[src/rtl/core/glsw_pkg.sv]
// ----------------------------------------------------------------------------
// glsw_pkg
// Shared types and constants of the grid line-of-sight walker.
// ----------------------------------------------------------------------------
package glsw_pkg;

  localparam int unsigned MAP_SIZE_DEF = 32;

  localparam int unsigned CW     = 5;
  localparam int unsigned RW     = 6;
  localparam int unsigned MAP_AW = 2 * CW;
  localparam int unsigned EW     = 13;

  localparam int unsigned IN_DW  = 32;
  localparam int unsigned OUT_DW = 16;
  localparam int unsigned APB_AW = 3;
  localparam int unsigned APB_DW = 32;

  localparam logic [RW-1:0] MAP_WIDTH_RST  = 6'd32;
  localparam logic [RW-1:0] MAP_HEIGHT_RST = 6'd22;

  localparam logic REG_MAP_WIDTH  = 1'b0;
  localparam logic REG_MAP_HEIGHT = 1'b1;

  localparam logic KIND_WRITE = 1'b0;
  localparam logic KIND_QUERY = 1'b1;

  typedef enum logic [2:0] {
    ST_CLEAR,
    ST_IDLE,
    ST_SQUARE,
    ST_RANGE,
    ST_WALK,
    ST_FINISH
  } glsw_state_e;

  typedef struct packed {
    logic clr;
    logic map_wr;
    logic load;
    logic square;
    logic range;
    logic step;
    logic res_load;
  } glsw_cmd_t;

  typedef struct packed {
    logic clr_last;
    logic oor;
    logic walk_end;
    logic step_oob;
    logic out_free;
  } glsw_sts_t;

endpackage

[src/rtl/core/glsw_ram.sv]
// ----------------------------------------------------------------------------
// glsw_ram
// Generic single-write, single-read RAM with a registered read port.
// ----------------------------------------------------------------------------
module glsw_ram #(
  parameter int unsigned W = 1,
  parameter int unsigned D = 1024
) (
  input  logic                 clk_i,
  input  logic                 we_i,
  input  logic [$clog2(D)-1:0] waddr_i,
  input  logic [W-1:0]         wdata_i,
  input  logic                 re_i,
  input  logic [$clog2(D)-1:0] raddr_i,
  output logic [W-1:0]         rdata_o
);

  logic [W-1:0] mem_q [D];
  logic [W-1:0] rdata_q;

  always_ff @(posedge clk_i) begin
    if (we_i) begin
      mem_q[waddr_i] <= wdata_i;
    end
    if (re_i) begin
      rdata_q <= mem_q[raddr_i];
    end
  end

  assign rdata_o = rdata_q;

endmodule

[src/rtl/core/glsw_ctrl.sv]
// ----------------------------------------------------------------------------
// glsw_ctrl
// Controller: sequences map clearing, cell writes, query setup and the walk.
// ----------------------------------------------------------------------------
module glsw_ctrl (
  input  logic               clk_i,
  input  logic               rst_ni,
  input  logic               s_tvalid_i,
  input  logic               s_kind_i,
  output logic               s_tready_o,
  input  glsw_pkg::glsw_sts_t sts_i,
  output glsw_pkg::glsw_cmd_t cmd_o
);

  glsw_pkg::glsw_state_e state_q, state_d;
  logic                  accept;

  assign accept = (state_q == glsw_pkg::ST_IDLE) && s_tvalid_i;

  always_ff @(posedge clk_i or negedge rst_ni) begin
    if (!rst_ni) begin
      state_q <= glsw_pkg::ST_CLEAR;
    end else begin
      state_q <= state_d;
    end
  end

  always_comb begin
    state_d = state_q;
    unique case (state_q)
      glsw_pkg::ST_CLEAR: begin
        if (sts_i.clr_last) state_d = glsw_pkg::ST_IDLE;
      end
      glsw_pkg::ST_IDLE: begin
        if (accept && s_kind_i == glsw_pkg::KIND_QUERY) state_d = glsw_pkg::ST_SQUARE;
      end
      glsw_pkg::ST_SQUARE: begin
        state_d = glsw_pkg::ST_RANGE;
      end
      glsw_pkg::ST_RANGE: begin
        state_d = sts_i.oor ? glsw_pkg::ST_FINISH : glsw_pkg::ST_WALK;
      end
      glsw_pkg::ST_WALK: begin
        if (sts_i.walk_end || sts_i.step_oob) state_d = glsw_pkg::ST_FINISH;
      end
      glsw_pkg::ST_FINISH: begin
        if (sts_i.out_free) state_d = glsw_pkg::ST_IDLE;
      end
      default: state_d = glsw_pkg::ST_CLEAR;
    endcase
  end

  always_comb begin
    cmd_o      = '0;
    s_tready_o = 1'b0;
    unique case (state_q)
      glsw_pkg::ST_CLEAR: begin
        cmd_o.clr = 1'b1;
      end
      glsw_pkg::ST_IDLE: begin
        s_tready_o   = 1'b1;
        cmd_o.map_wr = accept && (s_kind_i == glsw_pkg::KIND_WRITE);
        cmd_o.load   = accept && (s_kind_i == glsw_pkg::KIND_QUERY);
      end
      glsw_pkg::ST_SQUARE: begin
        cmd_o.square = 1'b1;
      end
      glsw_pkg::ST_RANGE: begin
        cmd_o.range = 1'b1;
      end
      glsw_pkg::ST_WALK: begin
        cmd_o.step = !sts_i.walk_end;
      end
      glsw_pkg::ST_FINISH: begin
        cmd_o.res_load = sts_i.out_free;
      end
      default: begin
        cmd_o = '0;
      end
    endcase
  end

`ifndef NO_ASSERTIONS
  a_res_slot_free: assert property (@(posedge clk_i) disable iff (!rst_ni)
    cmd_o.res_load |-> sts_i.out_free)
    else $error("Result loaded while the output slot is occupied.");

  a_step_continues: assert property (@(posedge clk_i) disable iff (!rst_ni)
    (cmd_o.step && !sts_i.step_oob) |=> (state_q == glsw_pkg::ST_WALK))
    else $error("Walk left after an in-bounds step.");
`endif

endmodule

[src/rtl/core/glsw_dp.sv]
// ----------------------------------------------------------------------------
// glsw_dp
// Datapath: blocking map, query setup arithmetic, walk stepper, result slot.
// ----------------------------------------------------------------------------
module glsw_dp #(
  parameter int unsigned MAP_SIZE = glsw_pkg::MAP_SIZE_DEF
) (
  input  logic                          clk_i,
  input  logic                          rst_ni,
  input  glsw_pkg::glsw_cmd_t           cmd_i,
  output glsw_pkg::glsw_sts_t           sts_o,
  input  logic [glsw_pkg::IN_DW-1:0]    s_tdata_i,
  input  logic [glsw_pkg::RW-1:0]       map_width_i,
  input  logic [glsw_pkg::RW-1:0]       map_height_i,
  output logic                          m_tvalid_o,
  input  logic                          m_tready_i,
  output logic [glsw_pkg::OUT_DW-1:0]   m_tdata_o
);

  localparam int unsigned CW    = glsw_pkg::CW;
  localparam int unsigned RW    = glsw_pkg::RW;
  localparam int unsigned EW    = glsw_pkg::EW;
  localparam int unsigned AW    = glsw_pkg::MAP_AW;
  localparam int unsigned SW    = $clog2(2 * MAP_SIZE + 1);
  localparam logic [SW-1:0] LIMIT = SW'(2 * MAP_SIZE);

  function automatic logic near_line(input logic signed [EW-1:0] e,
                                     input logic [10:0] d2);
    logic [EW-1:0] a;
    logic [9:0]    sq;
    logic          small_e;
    a       = e[EW-1] ? EW'(-e) : EW'(e);
    small_e = (a < EW'(32));
    sq      = 10'(a[4:0]) * 10'(a[4:0]);
    return small_e && ({sq, 2'b00} < {1'b0, d2});
  endfunction

  // Input fields.
  logic [CW-1:0] in_ax, in_ay, in_bx, in_by;
  logic [RW-1:0] in_range;
  logic          in_block;

  assign in_ax    = s_tdata_i[4:0];
  assign in_ay    = s_tdata_i[9:5];
  assign in_bx    = s_tdata_i[14:10];
  assign in_by    = s_tdata_i[19:15];
  assign in_range = s_tdata_i[25:20];
  assign in_block = s_tdata_i[26];

  // Query registers.
  logic [CW-1:0]        bx_q, by_q, adx_q, ady_q;
  logic [RW-1:0]        range_q;
  logic signed [RW-1:0] dx_q, dy_q;
  logic                 sx_q, sy_q;
  logic [9:0]           dx2_q, dy2_q;
  logic [11:0]          r2_q;
  logic [10:0]          d2_q;
  logic                 oor_q;
  logic [RW-1:0]        x_q, y_q;
  logic signed [EW-1:0] e_q;
  logic [SW-1:0]        steps_q;
  logic                 chk_q;
  logic [AW-1:0]        clr_cnt_q;

  // Result slot.
  logic                 out_valid_q;
  logic                 vis_q, ooro_q;
  logic [CW-1:0]        sxo_q, syo_q;

  // Map.
  logic          ram_we, ram_wdata, ram_rdata;
  logic [AW-1:0] ram_waddr, ram_raddr;

  // Setup arithmetic.
  logic [10:0] d2_c;
  logic        oor_c;

  assign d2_c  = 11'(dx2_q) + 11'(dy2_q);
  assign oor_c = (range_q != '0) && ({1'b0, d2_c} > r2_q);

  // Step arithmetic.
  logic signed [EW-1:0] dx_e, dy_e, dyx, dxy, e1, e2, e_n;
  logic                 mv_x, mv_y;
  logic [RW-1:0]        dxs, dys, nx, ny;
  logic                 oob, at_target, walk_end;

  assign dx_e = {{(EW-RW){dx_q[RW-1]}}, dx_q};
  assign dy_e = {{(EW-RW){dy_q[RW-1]}}, dy_q};
  assign dyx  = sx_q ? dy_e : -dy_e;
  assign dxy  = sy_q ? dx_e : -dx_e;
  assign e1   = e_q + dyx;
  assign e2   = e_q - dxy;
  assign mv_x = near_line(e1, d2_q);
  assign mv_y = !mv_x && near_line(e2, d2_q);
  assign dxs  = sx_q ? RW'(1) : '1;
  assign dys  = sy_q ? RW'(1) : '1;

  always_comb begin
    nx  = x_q + dxs;
    ny  = y_q + dys;
    e_n = e1 - dxy;
    if (mv_x) begin
      ny  = y_q;
      e_n = e1;
    end else if (mv_y) begin
      nx  = x_q;
      e_n = e2;
    end
  end

  assign oob = nx[RW-1] || (nx >= map_width_i) || ny[RW-1] || (ny >= map_height_i);
  assign at_target = (x_q == {1'b0, bx_q}) && (y_q == {1'b0, by_q});
  assign walk_end  = (chk_q && ram_rdata) || at_target || (steps_q == LIMIT);

  assign ram_we    = cmd_i.clr || cmd_i.map_wr;
  assign ram_waddr = cmd_i.clr ? clr_cnt_q : {in_ay, in_ax};
  assign ram_wdata = cmd_i.clr ? 1'b0 : in_block;
  assign ram_raddr = {ny[CW-1:0], nx[CW-1:0]};

  glsw_ram #(
    .W (1),
    .D (1 << AW)
  ) u_map (
    .clk_i   (clk_i),
    .we_i    (ram_we),
    .waddr_i (ram_waddr),
    .wdata_i (ram_wdata),
    .re_i    (cmd_i.step),
    .raddr_i (ram_raddr),
    .rdata_o (ram_rdata)
  );

  always_ff @(posedge clk_i or negedge rst_ni) begin
    if (!rst_ni) begin
      clr_cnt_q   <= '0;
      out_valid_q <= 1'b0;
      steps_q     <= '0;
      chk_q       <= 1'b0;
    end else begin
      if (cmd_i.clr) clr_cnt_q <= clr_cnt_q + AW'(1);
      if (cmd_i.res_load) begin
        out_valid_q <= 1'b1;
      end else if (m_tready_i) begin
        out_valid_q <= 1'b0;
      end
      if (cmd_i.load) begin
        steps_q <= '0;
        chk_q   <= 1'b0;
      end else if (cmd_i.step) begin
        steps_q <= steps_q + SW'(1);
        chk_q   <= !oob;
      end
    end
  end

  always_ff @(posedge clk_i) begin
    if (cmd_i.load) begin
      bx_q    <= in_bx;
      by_q    <= in_by;
      range_q <= in_range;
      dx_q    <= RW'({1'b0, in_bx}) - RW'({1'b0, in_ax});
      dy_q    <= RW'({1'b0, in_by}) - RW'({1'b0, in_ay});
      adx_q   <= (in_bx >= in_ax) ? (in_bx - in_ax) : (in_ax - in_bx);
      ady_q   <= (in_by >= in_ay) ? (in_by - in_ay) : (in_ay - in_by);
      sx_q    <= (in_ax < in_bx);
      sy_q    <= (in_ay < in_by);
      x_q     <= {1'b0, in_ax};
      y_q     <= {1'b0, in_ay};
      e_q     <= '0;
    end else if (cmd_i.step) begin
      x_q <= nx;
      y_q <= ny;
      e_q <= e_n;
    end
    if (cmd_i.load) begin
      oor_q <= 1'b0;
    end else if (cmd_i.range) begin
      oor_q <= oor_c;
    end
    if (cmd_i.square) begin
      dx2_q <= 10'(adx_q) * 10'(adx_q);
      dy2_q <= 10'(ady_q) * 10'(ady_q);
      r2_q  <= 12'(range_q) * 12'(range_q);
    end
    if (cmd_i.range) d2_q <= d2_c;
    if (cmd_i.res_load) begin
      vis_q  <= at_target && !oor_q;
      sxo_q  <= x_q[CW-1:0];
      syo_q  <= y_q[CW-1:0];
      ooro_q <= oor_q;
    end
  end

  assign sts_o.clr_last = (clr_cnt_q == '1);
  assign sts_o.oor      = oor_c;
  assign sts_o.walk_end = walk_end;
  assign sts_o.step_oob = oob;
  assign sts_o.out_free = !out_valid_q || m_tready_i;

  assign m_tvalid_o = out_valid_q;
  assign m_tdata_o  = {4'b0000, ooro_q, syo_q, sxo_q, vis_q};

`ifndef NO_ASSERTIONS
  a_step_limit: assert property (@(posedge clk_i) disable iff (!rst_ni)
    steps_q <= LIMIT)
    else $error("Step count ran past the step limit.");

  a_checked_in_bounds: assert property (@(posedge clk_i) disable iff (!rst_ni)
    chk_q |-> (!x_q[RW-1] && !y_q[RW-1]))
    else $error("Map lookup pending for a cell outside the grid.");

  a_result_flags: assert property (@(posedge clk_i) disable iff (!rst_ni)
    out_valid_q |-> !(vis_q && ooro_q))
    else $error("Result marked both visible and out of range.");
`endif

endmodule

[src/rtl/core/grid_line_of_sight_walker.sv]
// ----------------------------------------------------------------------------
// grid_line_of_sight_walker
// Line-of-sight test over a 32 x 32 map of cells that block sight.
//
//   Channel   Direction  Handshake               Payload
//   s_axis    in         tvalid/tready           tuser kind, tdata write/query
//   m_axis    out        tvalid/tready           tdata query result
//   apb       in         psel/penable/pready     map_width, map_height
//
// After reset a clearing pass sets every map cell open.
// A query makes one map read per step through the map read port and walks
// at most 2*MAP_SIZE steps.
// A finished result waits in the output register, and a new transfer is
// taken while it waits; a second result is held until the register frees.
// ----------------------------------------------------------------------------
module grid_line_of_sight_walker #(
  parameter int unsigned MAP_SIZE = glsw_pkg::MAP_SIZE_DEF
) (
  input  logic                          clk_i,
  input  logic                          rst_ni,
  input  logic                          s_axis_tvalid,
  output logic                          s_axis_tready,
  // Fields from bit 0: start_x[5], start_y[5], end_x[5], end_y[5],
  // max_range[6], blocks_sight[1], zero fill.
  input  logic [glsw_pkg::IN_DW-1:0]    s_axis_tdata,
  // Fields from bit 0: kind[1].
  input  logic                          s_axis_tuser,
  output logic                          m_axis_tvalid,
  input  logic                          m_axis_tready,
  // Fields from bit 0: visible[1], stop_x[5], stop_y[5], out_of_range[1],
  // zero fill.
  output logic [glsw_pkg::OUT_DW-1:0]   m_axis_tdata,
  input  logic                          psel,
  input  logic                          penable,
  input  logic                          pwrite,
  input  logic [glsw_pkg::APB_AW-1:0]   paddr,
  input  logic [glsw_pkg::APB_DW-1:0]   pwdata,
  output logic [glsw_pkg::APB_DW-1:0]   prdata,
  output logic                          pready
);

  logic [glsw_pkg::RW-1:0] map_width_q, map_height_q;
  logic                    cfg_wr;
  glsw_pkg::glsw_cmd_t     cmd;
  glsw_pkg::glsw_sts_t     sts;

  assign pready = 1'b1;
  assign cfg_wr = psel && penable && pwrite && pready;

  always_ff @(posedge clk_i or negedge rst_ni) begin
    if (!rst_ni) begin
      map_width_q  <= glsw_pkg::MAP_WIDTH_RST;
      map_height_q <= glsw_pkg::MAP_HEIGHT_RST;
    end else if (cfg_wr) begin
      unique case (paddr[2])
        glsw_pkg::REG_MAP_WIDTH:  map_width_q  <= pwdata[glsw_pkg::RW-1:0];
        glsw_pkg::REG_MAP_HEIGHT: map_height_q <= pwdata[glsw_pkg::RW-1:0];
        default: ;
      endcase
    end
  end

  always_comb begin
    prdata = '0;
    unique case (paddr[2])
      glsw_pkg::REG_MAP_WIDTH:  prdata[glsw_pkg::RW-1:0] = map_width_q;
      glsw_pkg::REG_MAP_HEIGHT: prdata[glsw_pkg::RW-1:0] = map_height_q;
      default:                  prdata = '0;
    endcase
  end

  glsw_ctrl u_ctrl (
    .clk_i      (clk_i),
    .rst_ni     (rst_ni),
    .s_tvalid_i (s_axis_tvalid),
    .s_kind_i   (s_axis_tuser),
    .s_tready_o (s_axis_tready),
    .sts_i      (sts),
    .cmd_o      (cmd)
  );

  glsw_dp #(
    .MAP_SIZE (MAP_SIZE)
  ) u_dp (
    .clk_i        (clk_i),
    .rst_ni       (rst_ni),
    .cmd_i        (cmd),
    .sts_o        (sts),
    .s_tdata_i    (s_axis_tdata),
    .map_width_i  (map_width_q),
    .map_height_i (map_height_q),
    .m_tvalid_o   (m_axis_tvalid),
    .m_tready_i   (m_axis_tready),
    .m_tdata_o    (m_axis_tdata)
  );

endmodule

[config.mk]
export PLATFORM = sky130hd
export DESIGN_NAME = grid_line_of_sight_walker
export DESIGN_NICKNAME = d
export VERILOG_FILES = /design/src/rtl/core/glsw_pkg.sv /design/src/rtl/core/glsw_ram.sv /design/src/rtl/core/glsw_ctrl.sv /design/src/rtl/core/glsw_dp.sv /design/src/rtl/core/grid_line_of_sight_walker.sv
export SDC_FILE = /design/constraint.sdc
export NUM_CORES = 2
export LEC_CHECK = 0
export BUFFER_PORTS_ARGS = -buffer_cell sky130_fd_sc_hd__buf_4
export CORE_AREA = 10 10 454 456
export DETAILED_ROUTE_END_ITERATION = 8
export DIE_AREA = 0 0 464 466
export HOLD_SLACK_MARGIN = 0.12
export PLACE_DENSITY_LB_ADDON = 0.15
export SETUP_SLACK_MARGIN = 0.1
export SKIP_LAST_GASP = 1
export SYNTH_ARGS = -nofsm -noshare
export SYNTH_HDL_FRONTEND = slang
export SYNTH_HIERARCHICAL = 1
export SYNTH_SLANG_ARGS = --single-unit
[constraint.sdc]
create_clock -name clk_i -period 30.3 [get_ports clk_i]
set_clock_uncertainty 0.05 [all_clocks]
set_input_delay 3.03 -clock clk_i [delete_from_list [all_inputs] [get_ports clk_i]]
set_output_delay 3.03 -clock clk_i [all_outputs]
set_load 0.005 [all_outputs]
== After elaboration in Yosys (flattened, before gate mapping) ==
Memory sizes are Yosys's and may differ from the RTL's. A register that Yosys moved wholly into a read port is not among the register bits.
Cells that the tools add are included.
Operators by class
  add/subtract/negate cells: 18
  multipliers: 5
  order comparisons: 11
  eq/ne operators: 13
  mux-type cells: 41
  bitwise gates (word level): 2
  reductions and logical operators: 32
Operator list (count)
  13-bit two-way mux: 6
  5-bit by 5-bit multiplier with 10-bit output: 4
  5-bit two-way mux: 6
  6-bit two-way mux: 5
  13-bit by 6-bit < comparator with 1-bit output (second input constant): 2
  13-bit negation: 2
  6-bit negation with 13-bit output: 2
  13-bit subtractor: 2
  12-bit by 11-bit < comparator with 1-bit output: 2
  5-bit subtractor: 4
  3-bit one-hot mux with 6 select lines: 1
  1-bit two-way mux: 14
  7-bit two-way mux: 2
  13-bit adder: 1
  6-bit adder: 2
  6-bit by 5-bit equality test with 1-bit output: 2
  6-bit greater-or-equal comparator: 2
  11-bit by 12-bit > comparator with 1-bit output: 1
  1-bit logical AND: 12
  6-bit by 6-bit multiplier with 12-bit output: 1
  3-bit two-way mux: 4
  6-bit one-hot mux with 2 select lines: 1
  5-bit by 5-bit subtractor with 6-bit output: 2
  10-bit by 10-bit adder with 11-bit output: 1
  other kinds (21): 41
Storage, ports and cells
  flip-flop bits (word level): 155
  bits in writable memories: 1024
  input port bits: 75
  output and inout port bits: 51
  logic and storage cells: 153
  memories: 1
Memory list
  u_dp.u_map.mem_q: words 1024, bits a word 1, read ports 1, clocked after memory_dff 1, write ports 1, line glsw_ram.sv:18  | logic [W-1:0] mem_q [D];

== Longest topological paths before layout ==
  depth in word-level cells: 19
  gate-level depth with buffers: 55
  mapped depth without buffers: 49

== Cells and area by module ==
Netlist, hierarchy kept.
Modules (own cells, without submodules)
  glsw_ram: times used 1, cells each 3112, area each 44666.6 um2, sequential area each 30779.5 um2
  glsw_dp: times used 1, cells each 1418, area each 12939.9 um2, sequential area each 3798.6 um2
  grid_line_of_sight_walker: times used 1, cells each 62, area each 765.7 um2, sequential area each 305.3 um2
  glsw_ctrl: times used 1, cells each 29, area each 244.0 um2, sequential area each 75.1 um2

== Least setup slack after synthesis ==
No wires, ideal clock.
  path type: in2reg
  start point: in s_axis_tdata[26] (netlist name)
  end point: mem u_dp.u_map.mem_q[0], data pin
  setup time: 5174 ps
  arrival time: 27367 ps
  data required time: 25076 ps
  slack: -2291 ps
  stages on the path: 1
  buffers on the path: 0
  cell sequence: nor2b_1
On the way
  cells in the longest elaborated chain, start to end: 1
RTL lines
  from (decl): line grid_line_of_sight_walker.sv:25  | input logic [glsw_pkg::IN_DW-1:0] s_axis_tdata,
  1-bit two-way mux: line glsw_dp.sv:117  | assign ram_wdata = cmd_i.clr ? 1'b0 : in_block;
  to (decl): line glsw_ram.sv:18
No other way between the ends.

==> results.yml <==
synthesis:
  netlist_top_cells_count: "1139 x nor2_1, 1125 x edfxtp_1, 221 x clkbuf_1, 200 x mux4_2, 184 x nand2_1"
  synth_seq_cells: 1175
  synth_warnings: 6
  synth_most_common_cell: "nor2_1"
  yosys.area.top_type: "edfxtp_1"
  synth_edf_count: 1125
  synthArstFlopShare: 0.0289
  syn_area_per_cell_um2: 12.7
  synth_area_leaders: "edfxtp_1 58%, mux4_2 7.7%, nor2_1 7.3%"
  synth_seq_area_share: 0.596
  ys.flop_type: "edfxtp_1"
  syn-cell-area_um2: 58600
  yosysUniqueCellTypes: 99
  synth_top_area_share: 0.576
  synth_cells: 4621
critical_path:
  crit_type: "register to register"
  rr_endpoint: "u_dp/u_map/rdata_o"
  critPathArrivalTime_ps: 15140
  slowest_stage: "buf_4"
  reg2reg_depth: 43
  timing.critical_path.mode_cell: "ha_1"
  crit_end: "u_dp/u_map/rdata_o"
  required_ps: 30590
  reg2reg_from: "u_dp/adx_q[0]"
  endpoint_kind: "register"
  rrSetupSlack_ps: 15450
  cp-start-kind: "register"
  cp_max_fo: 98
  critPathMaxStageDelay_ps: 780
  startpoint: "u_dp/adx_q[0]"
sta:
  whs_ps: 441
  final.setup.tns_ps: 0
  finalHoldViolCount: 0
  slew_headroom: 0.158
  rsz0062_at_grt: "false"
  fin_ws_ps: 15450
  period_share: 0.490
  drv_slew: 0
  fin_crit_ps: 14850
  worst_pin_slew_ps: 1260
  finalSetupViolCount: 0
  fmax_ghz: 0.0674
layout:
  seqCellArea_um2: 35000
  final_cells: 7314
  n_fill_cell: 19717
  drive_gt1_frac: 0.145
  syn_to_final_growth_pct: 12.5
  multiInputGateArea_um2: 21400
  nets: 4826
clock_tree:
  numClockSinks: 1175
  clkLatencyLatePin_ps: 790
  htree_levels: 4
  clockBufferDepth: 3
  cts_tree: "yes"
  clkSlewWorstSetupHoldPaths_ps: 60
  cts-resized-gates: 0
  ctsHoldBuffers: 0
  cts_buffers: 138
  postCtsSetupBuffers: 0
  root_buffer: "clkbuf_16"
global_route:
  grt_use_total: 0.160
  grt_first_pass_wirelength_um: 260000
  grt_pass1_vias: 37412
  grt_max_degree: 263
  grt_overflow_total: 0
  antenna_found_initial: 8
placed_design:
  place_inst: 7061
  place_ws_ps: 15320
  place.gp.congestion: 0.787
  port_buffers: 61
  dp_hpwl_um: 98700
floorplan:
  core_um2: 197000
  rows: 163
  die_w_um: 464
  die_area_um2: 216000
  die_y_um: 466
  initial_core_util: 0.298
  io_pins: 126
routing:
  drcViolationCount: 0
  vias: 37149
  wirelength_um: 178000
  drt-pass1-iter-count: 5
  viasPerCell: 5.08
  first_iter_violations: 3336
  drtAntennaViolNets: 0
  wl_per_cell_um: 24.3
pwr:
  peakVddDrop_uv: 96.3
  p_leak_nw: 21.7
  cellPowerDensity_nw_per_um2: 115
run_status:
  outcome: "finished, final reports clean"
hold_path:
  hp-class: "register to register"
  hold_start: "u_dp/clr_cnt_q[5]"
job:
  cap_violations: 0
[state kept, by name, summed over array words and instances (netlist names), 6 cells and up]
signal / flops
u_dp/u_map/mem_q: 1024
u_dp/e_q: 13
u_dp/d2_q: 11
u_dp/r2_q: 11
u_dp/clr_cnt_q: 10
u_dp/dx2_q: 9
u_dp/dy2_q: 9
u_dp/steps_q: 7
map_height_q: 6
map_width_q: 6
u_dp/range_q: 6
u_dp/x_q: 6
u_dp/y_q: 6
[report_power, final]
part | internal, W | switching (W)
logic | 0.00136 | 0.00245
registers | 0.00206 | 0.0000569
clock network | 0.000932 | 0.000710
total | 0.00435 | 0.00322
[how the worst min path moves through the flow]
stage / endpoint / cells after the start
after floorplan: u_dp/ooro_q / 0
after global placement: u_dp/e_q[2] / 2
after CTS: u_dp/clr_cnt_q[5] / 1
after detailed placement: u_dp/clr_cnt_q[5] / 1
final: u_dp/clr_cnt_q[5] / 1
after global routing: u_dp/e_q[2] / 2
[stage by stage]
step,util,total power [W],cell area (um^2)
after detailed placement,0.313,0.00600,61500
after CTS,0.335,0.00767,65900
after global placement,0.313,0.00601,61500
after floorplan,-,0.00491,58700
after global routing,0.335,0.00805,65900
final,0.335,0.00757,65900
[cell usage in the layout (no fill, tap or decap), drive strengths merged, types with 33 or more instances in the layout]
cell / Yosys / final
a21o: 39 / 39
a21oi: 118 / 118
and2: 35 / 35
buf: 161 / 157
clkbuf: 224 / 171
clkinv: 2 / 59
edfxtp: 1125 / 1125
ha: 163 / 163
inv: 149 / 159
mux2: 35 / 35
mux2i: 141 / 141
mux4: 214 / 214
nand2: 186 / 186
nand2b: 34 / 34
nand3: 67 / 67
nor2: 1139 / 1139
nor2b: 48 / 48
nor3: 67 / 67
o21ai: 76 / 76
o221ai: 51 / 51
o22ai: 33 / 33
xnor2: 78 / 78
xor2: 50 / 50
[metal layers]
layer  up-vias  wire length, um  global-route usage
met5         -                0                   0
met4         0             3770              0.0392
met3       234             7950              0.0235
met2       869            83800               0.263
met1     19367            82100               0.223
li1      16679                -                   -
[logic make-up (layout without fill, tap and decap cells)]
kind of cell,Yosys count,in the layout,synth area share
AO/OA/AOI/OAI,484,484,0.0560
XOR/XNOR,128,128,0.0191
adder cells (fa/ha/maj),196,196,0.0450
buffers and inverters,536,556,0.0430
flip-flops,1175,1175,0.596
multiplexers,390,390,0.114
other,3,36,0.000192
AND/OR/NAND/NOR,1709,1709,0.126
[critical path, delay by kind of cell (launching register included)]
kind	cells	cell delay, ps
buffers and inverters	7	2720
AND/OR/NAND/NOR	10	2050
flip-flops	1	630
XOR/XNOR	2	690
AO/OA/AOI/OAI	13	3580
multiplexers	4	2090
adder cells (fa/ha/maj)	7	2420
[final cells by class]
cell class	count	share of cell area
Timing Repair Buffer	157	0.0184
Clock buffer	171	0.0552
Sequential cell	1175	0.530
Multi-Input combinational cell	2938	0.325
Tap cell	2640	0.0501
Antenna cell	5	0.000190
Inverter	151	0.00880
Clock inverter	77	0.0119
Power figures use the tool's default switching activity.
